<file path="src/ffa_pkg.sv">
`timescale 1ns / 1ps
package ffa_pkg;

  localparam int unsigned ADDR_W  = 16;
  localparam int unsigned SIZE_W  = 17;
  localparam int unsigned NEED_W  = 18;
  localparam int unsigned BYTES_W = 20;
  localparam int unsigned DIVD_W  = 21;
  localparam int unsigned DEPTH   = 65536;

  localparam logic REQ_ALLOC = 1'b0;
  localparam logic REQ_FREE  = 1'b1;

  typedef enum logic [1:0] {
    ST_DONE    = 2'd0,
    ST_OOM     = 2'd1,
    ST_ZERO    = 2'd2,
    ST_IGNORED = 2'd3
  } status_e;

  typedef enum logic [3:0] {
    S_CLEAR,
    S_IDLE,
    S_F_CHK,
    S_L_WALK,
    S_L_NX,
    S_L_P,
    S_DIV,
    S_A_PREV,
    S_A_CHK,
    S_A_MARK,
    S_RESP
  } ctl_e;

  typedef struct packed {
    logic              mark;
    logic [SIZE_W-1:0] size;
    logic [ADDR_W-1:0] next;
  } hdr_t;

endpackage

</file>
<file path="src/ffa_udiv.sv">
`timescale 1ns / 1ps
module ffa_udiv #(
  parameter int unsigned Divisor = 16
) (
  input  logic                        clk_i,
  input  logic                        rst_ni,
  input  logic                        start_i,
  input  logic [ffa_pkg::DIVD_W-1:0]  dividend_i,
  output logic                        done_o,
  output logic [ffa_pkg::DIVD_W-1:0]  quot_o
);

  // Divide by a constant through a reciprocal multiply:
  // quot = (x * ceil(2^Shift / Divisor)) >> Shift, exact for every DIVD_W-bit x
  // when Shift = DIVD_W + clog2(Divisor).
  localparam int unsigned DivW  = ffa_pkg::DIVD_W;
  localparam int unsigned Shift = DivW + $clog2(Divisor);
  localparam int unsigned MulW  = DivW + 2;
  localparam int unsigned ProdW = DivW + MulW;
  localparam longint unsigned RecipL =
      ((64'd1 << Shift) + 64'(Divisor) - 64'd1) / 64'(Divisor);
  localparam logic [MulW-1:0] Recip = MulW'(RecipL);

  logic [ProdW-1:0] prod;
  logic [DivW-1:0]  quo_q;
  logic             done_q;

  assign prod = dividend_i * Recip;

  always_ff @(posedge clk_i or negedge rst_ni) begin
    if (!rst_ni) begin
      done_q <= 1'b0;
    end else begin
      done_q <= start_i;
    end
  end

  always_ff @(posedge clk_i) begin
    if (start_i) begin
      quo_q <= DivW'(prod >> Shift);
    end
  end

  assign done_o = done_q;
  assign quot_o = quo_q;

endmodule
</file>
<file path="config.mk">
export PLATFORM = sky130hd
export DESIGN_NAME = ffa_udiv
export DESIGN_NICKNAME = d
export VERILOG_FILES = /design/src/ffa_pkg.sv /design/src/ffa_udiv.sv
export SDC_FILE = /design/constraint.sdc
export NUM_CORES = 1
export LEC_CHECK = 0
export BUFFER_PORTS_ARGS = -buffer_cell sky130_fd_sc_hd__buf_2
export CORE_MARGIN = 2
export CORE_UTILIZATION = 39
export DETAILED_ROUTE_END_ITERATION = 10
export PLACE_DENSITY = 0.8
export SLEW_MARGIN = 0
export SYNTH_ARGS = -nofsm -noshare
export SYNTH_HDL_FRONTEND = slang
export SYNTH_SLANG_ARGS = --single-unit
</file>
<file path="constraint.sdc">
create_clock -name clk_i -period 0.8 [get_ports clk_i]
set_clock_uncertainty 0.1 [all_clocks]
set_input_delay 0.08 -clock clk_i [delete_from_list [all_inputs] [get_ports clk_i]]
set_output_delay 0.08 -clock clk_i [all_outputs]
set_load 0.05 [all_outputs]
</file>
==> metrics.txt <==
proportion of layout cells with a drive suffix above 1 50.0%; Critical-path top delay cell edfxtp_1; Leakage 0.474 nW; ys async rst share 5.56%; Worst EP arrival 900 ps; area grow syn2layout 92.1%; crit path cell chain buf_6; WL/cell 14.9 µm; largest family of logic cells by synthesized area buffers and inverters; area fraction of the dominant cell type after synthesis 89.7%; Clock transition at path regs 90 ps; I/O pins 46; CTS root buf clkbuf_4; Peak VDD IR 1.27 mV; first-pass GRT wire length 2170 µm; ANT cells 0; multiplexer area fraction after synthesis 0%; die height 42.2 µm; GR Util All Layers 17.6%; final cycle utilization of the critical path 135%; most frequent cell after synthesis edfxtp_1; Setup Fix Bufs, Post-CTS 0; Initial Util 42.7%; Synth cell types 4; # rows 13; fin util 82.0%; largest net degree at the start of global routing 19; violated checks negative hold slack, negative setup slack; synthesized area per cell 24.8 µm²; vias per cell 4.41; drt total wl 1440 µm; Post-synth EDFFs 17; Post-Syn Area 569 µm²; grt total ovfl 0; simple-gate portion of the synthesized area 0%; Die Wd 42.2 µm; CTS max path bufs 2; Top FF cell, synth edfxtp_1; flops & latches, synth 18; CP max stage delay 420 ps; total negative setup slack -4430 ps; clk sinks 18; CP required 620 ps; status finished with violations; CTS tree built; Max Clk Rate 928 MHz; area leader, netlist edfxtp_1; Via Count 428; Hold Fails Final Rpt 2; PortBufs 37; final cell count without fillers 97; Power Dens Cells 2020 nW/µm²; Worst Slack Setup Final -278 ps; WHS -32.4 ps; Syn Inst Count 23; ANT nets after route 0; total of max-cap violations 0; placer congestion estimate 0.698; Max Slew Vio Count 0; register area share after synthesis 94.1%; Power Total 0.00221 W; post-synthesis compound-gate area fraction 0%; Synth top cells by count edfxtp_1, buf_4, conb_1, dfrtp_1; initial antenna violation count 0; Hold Crit Class in -> async; DRC 0; initial drt markers 11; CTS Buf Count 3; CP top delay family flip-flops; htree depth 1; hold buffers post-CTS 18; fin nets 107; CP max FO 1; # fillers 72; Core ar. 1330 µm²; detailed placer's ending HPWL 776 µm; pre-CTS setup slack 39.2 ps; critical path capture point type output pin; DRT Pass-1 Iters 4; Setup CP Type reg -> out; die footprint 1780 µm²; main area contributors after synthesis edfxtp_1, buf_4, dfrtp_1; vias in the first global route 450; Buf+Inv Stages, Crit Path 1; Synth Area in XOR/XNOR 0%; final setup vio count 18; CP Launch Type flop; Synth Area in Adders 0%; Yosys Warn Count 0; RSZ-0062 raised after global routing yes; Period minus WS final 1080 ps; # placed instances 75
cell type report:
class	count	area, µm²	share of cell area, %
multi-input combinational	4	15.0	1.37
sequential	18	536	49.0
tap	15	18.8	1.72
clock buffer	4	26.3	2.40
timing repair buffer	56	498	45.5
cell usage in the layout (no fill, tap or decap):
| cell type | count |
|---|---|
| buf_2 | 19 |
| dlygate4sd3_1 | 18 |
| buf_6 | 18 |
| edfxtp_1 | 17 |
| conb_1 | 4 |
| clkbuf_4 | 3 |
| clkbuf_1 | 1 |
| dfrtp_1 | 1 |
| buf_12 | 1 |
kinds of logic after synthesis:
group / after synthesis
buf+inv: 4
other cells: 1
flops: 18
sequential cells by signal (all words and copies together), names as in the netlist:
signal	cells
done_o	1
quot_o	17
timing repair:
item / CTS / global route
cloned: 0 / 0
endpoints found under the hold margin: 19 / 2
endpoints found under the setup margin: 18 / 18
gates resized for setup: 36 / 0
report_power, final:
group	leakage [nW]	switching, W	total [W]	internal (W)
Combinational	0.281	0.000362	0.000591	0.000229
Sequential	0.178	0.0000369	0.00115	0.00111
Clock	0.0150	0.000278	0.000473	0.000194
worst paths after layout:
kind / from / end / slack [ps] / cells past startpoint
setup / recovery: quot_o[7] / quot_o[7] / -280 / 1
min in group clk_i: start_i / done_o / -20 / 2
hold / removal: rst_ni / done_o / -30 / 2
max in group asynchronous: rst_ni / done_o / 550 / 2
per-stage QoR:
stage	area, µm²	hold slack [ps]
3_3_place_gp	774	-246
3_5_place_dp	774	-244
4_1_cts	1090	-9.89
5_1_grt	1090	-21.1
2_1_floorplan	581	-316
6_report	1090	-32.4
routing by layer:
| layer | vias to the layer above | global-route usage, % | wire length [µm] |
|---|---|---|---|
| met3 | 4 | 2.16 | 83 |
| met1 | 203 | 17.0 | 503 |
| met5 | - | 0 | 0 |
| li1 | 195 | - | - |
| met2 | 26 | 33.8 | 823 |
| met4 | 0 | 11.3 | 30 |
No activity file was read; power rests on OpenSTA's default activity.
